**src/dnms_ram.sv**
```systemverilog
// Simple dual-port RAM, one write and one registered read port
module dnms_ram #(
    parameter int WIDTH = 8,
    parameter int DEPTH = 32
) (
    input  logic                     clk,
    input  logic                     we,
    input  logic [$clog2(DEPTH)-1:0] waddr,
    input  logic [WIDTH-1:0]         wdata,
    input  logic                     re,
    input  logic [$clog2(DEPTH)-1:0] raddr,
    output logic [WIDTH-1:0]         rdata
);

    logic [WIDTH-1:0] mem [DEPTH];

    always_ff @(posedge clk)
    begin
        if (we)
        begin
            mem[waddr] <= wdata;
        end
        if (re)
        begin
            rdata <= mem[raddr];
        end
    end

endmodule

```
**config.mk**
```make
export PLATFORM = sky130hd
export DESIGN_NAME = dnms_ram
export DESIGN_NICKNAME = d
export VERILOG_FILES = /design/src/dnms_ram.sv
export SDC_FILE = /design/constraint.sdc
export NUM_CORES = 1
export LEC_CHECK = 0
export BUFFER_PORTS_ARGS = -buffer_cell sky130_fd_sc_hd__buf_2
export CAP_MARGIN = 20
export CORE_UTILIZATION = 55
export DETAILED_ROUTE_END_ITERATION = 8
export MAX_ROUTING_LAYER = met4
export PLACE_DENSITY = 0.68
export REMOVE_ABC_BUFFERS = 1
export SLEW_MARGIN = 25
export SYNTH_ARGS = -nofsm -noshare
export SYNTH_HDL_FRONTEND = slang
export SYNTH_SLANG_ARGS = --single-unit
```
**constraint.sdc**
```tcl
create_clock -name clk -period 2.3 [get_ports clk]
set_input_delay 0.115 -clock clk [delete_from_list [all_inputs] [get_ports clk]]
set_output_delay 0.115 -clock clk [all_outputs]
set_load 0.005 [all_outputs]
```
==> reports/qor.csv <==
metric,value,unit
synth_top_area_share,78.2,%
start_util,56.2,%
crit_type,flop to flop,
ys_ff_latch,264,
coreArea,18000,um2
routed_wl,19.9,mm
drtAntennaViolNets,0,
pwr-share-clk,39.6,%
place.gp.congestion,0.763,
maxSlewViolCount,0,
r2r_start,mem[5][3],
crit_path_end,rdata[3],
finalHoldViolations,0,
endpoint_kind,flop,
grt_antenna_before_repair,0,
setup_viol,0,
period_share,84.8,%
tightest_slew,0.631,ns
crit_path_start_kind,flop,
clk_latency,0.51,ns
yosysTopAreaCell,edfxtp_1,
swShare,19.8,%
first_iter_violations,559,
critPathSlowestCell,mux4_2,
wl_per_cell,26.7,um
rows,49,
area_growth,14.8,%
clock-sinks,264,
grt_pass1_vias,4698,
grt_max_degree,37,
numCtsBuffers,26,
drc,0,
leakage,3.72,nW
ios,29,
cpMostUsedCell,mux4_2,
required,2.56,ns
r2r_end,rdata[3],
ctsHoldBuffers,1,
die_height,138,um
intPower,7.84,mW
fill_cells,1208,
power.switching,1.94,mW
cts_tree,done,
final_nets,518,
cp_num_buf_inv,0,
power_frac_seq,55.1,%
synthCells,417,
crit_fanout,1,
clock.fmax,513,MHz
outcome,"finished, final reports clean",
arrival,2.21,ns
ys_seq_area_share,78.2,%
postCtsSetupBuffers,0,
crit_chain,mux4_2 -> mux4_2 -> mux2_2,
viasPerCell,6.14,
hp-class,primary input to flop,
path_depth,3,
crit_start,mem[5][3],
synth.avg_cell_area,24.3,um2
slew_headroom,58.0,%
skew,0.00804,ns
rsz0062_at_grt,no,
min_period,1.95,ns
combPwrFrac,5.2,%
cap_violations,0,
post-route-util,64.6,%
r2r_cells,3,
setup_tns,0,ns
overflow,0,
drive_gt1_share,37.9,%
ctsResizeCount,0,
synth_cell_types,14,
grt_usage,23.1,%
portBuffers,28,
clk_path_buf_depth,3,
cts_root_buffer,clkbuf_16,
r2r_slack,0.35,ns
ir_worst_vdd,0.628,mV
clk_pin_slew,0.06,ns
die_width,138,um
drt-pass1-iter-count,5,
syn_area,10100,um2
dp_hpwl,12.6,mm
synth.area.top_cells,"edfxtp_1, mux4_2, nor2_1",
grt_pass1_wl,29.4,mm
vias,4571,
fp.dieArea,19000,um2
crit_family,multiplexers,
critPathMaxStageDelay,0.54,ns
power_density,840,nW/um2
insertedDiodeCount,0,
ctsHtreeMaxLevel,1,
yosysWarnings,0,
sequential cells by signal, summed over array words and instances, names as in the netlist:
register	cells
mem	256
rdata	8
per-stage QoR:
| stage | total power [mW] | setup slack, ns | instance area, um2 | hold slack (ns) | std cells |
|---|---|---|---|---|---|
| after floorplan | 5.71 | 0.548 | 10000 | 0.214 | 397 |
| after global placement | 5.99 | 0.0945 | 10800 | 0.486 | 697 |
| after detailed placement | 6.01 | 0.0852 | 10800 | 0.492 | 697 |
| after CTS | 9.86 | 0.361 | 11600 | 0.0803 | 744 |
| after global routing | 10.1 | 0.329 | 11600 | 0.111 | 744 |
| final | 9.78 | 0.350 | 11600 | 0.104 | 744 |
worst min path at each step:
stage | start | end | slack [ns] | depth (start not counted)
finish | raddr[3] | rdata[5] | 0.10 | 2
global route | raddr[3] | rdata[5] | 0.11 | 2
CTS | raddr[3] | rdata[2] | 0.08 | 2
detailed placement | re | rdata[0] | 0.49 | 1
global placement | re | rdata[0] | 0.49 | 1
floorplan | wdata[0] | mem[0][0] | 0.21 | 0
per-layer routing:
| layer | up-vias | track usage, % | wire length (um) | part of all wire [%] |
|---|---|---|---|---|
| met4 | 0 | 6.52 | 425 | 2.1 |
| li1 | 1950 | - | - | - |
| met1 | 2418 | 33.9 | 8590 | 43 |
| met5 | - | - | 0 | 0 |
| met3 | 32 | 3.64 | 1300 | 6.5 |
| met2 | 171 | 34.1 | 9550 | 48 |
Yosys cell counts, drive strengths merged:
library cell / n
mux4: 80
clkbuf: 6
buf: 14
nor2: 33
edfxtp: 264
mux2: 8
nand3b: 5
or3b: 3
nand3: 2
nand2: 1
or3: 1
area by class of cell:
class / count / area [um2] / area share, %
clock buffer: 31 / 691 / 5.93
clock inverter: 15 / 95.1 / 0.817
multi-input combinational: 133 / 2100 / 18.0
sequential: 264 / 7930 / 68.1
tap: 229 / 287 / 2.46
timing repair buffer: 72 / 538 / 4.62
power groups by stage:
| stage | Sequential, mW | Clock (mW) | Combinational [mW] |
|---|---|---|---|
| after floorplan | 5.49 | 0 | 0.223 |
| after global placement | 5.49 | 0 | 0.504 |
| after detailed placement | 5.49 | 0 | 0.515 |
| after CTS | 5.39 | 3.95 | 0.518 |
| after global routing | 5.39 | 4.11 | 0.545 |
| final | 5.39 | 3.88 | 0.510 |
kinds of logic after synthesis:
family,Yosys count,synth area share [%]
buf+inv,20,1.05
mux,88,18.7
simple gates,45,2.05
flops,264,78.2
layout by cell type (no fill, tap or decap):
master	Yosys	routed
clkbuf_1	6	4
clkinv_4	0	1
bufinv_16	0	1
clkinv_2	0	3
clkbuf_16	0	27
or3b_2	3	3
edfxtp_1	264	264
buf_2	1	27
dlygate4sd3_1	0	1
nor2_1	33	33
buf_4	6	39
buf_12	0	5
clkinv_1	0	9
nand2_1	1	1
mux4_2	80	80
mux2_2	8	8
nand3b_1	5	5
nand3_1	2	2
or3_1	1	1
clkinvlp_4	0	1
No activity file was read; power rests on OpenSTA's default activity.
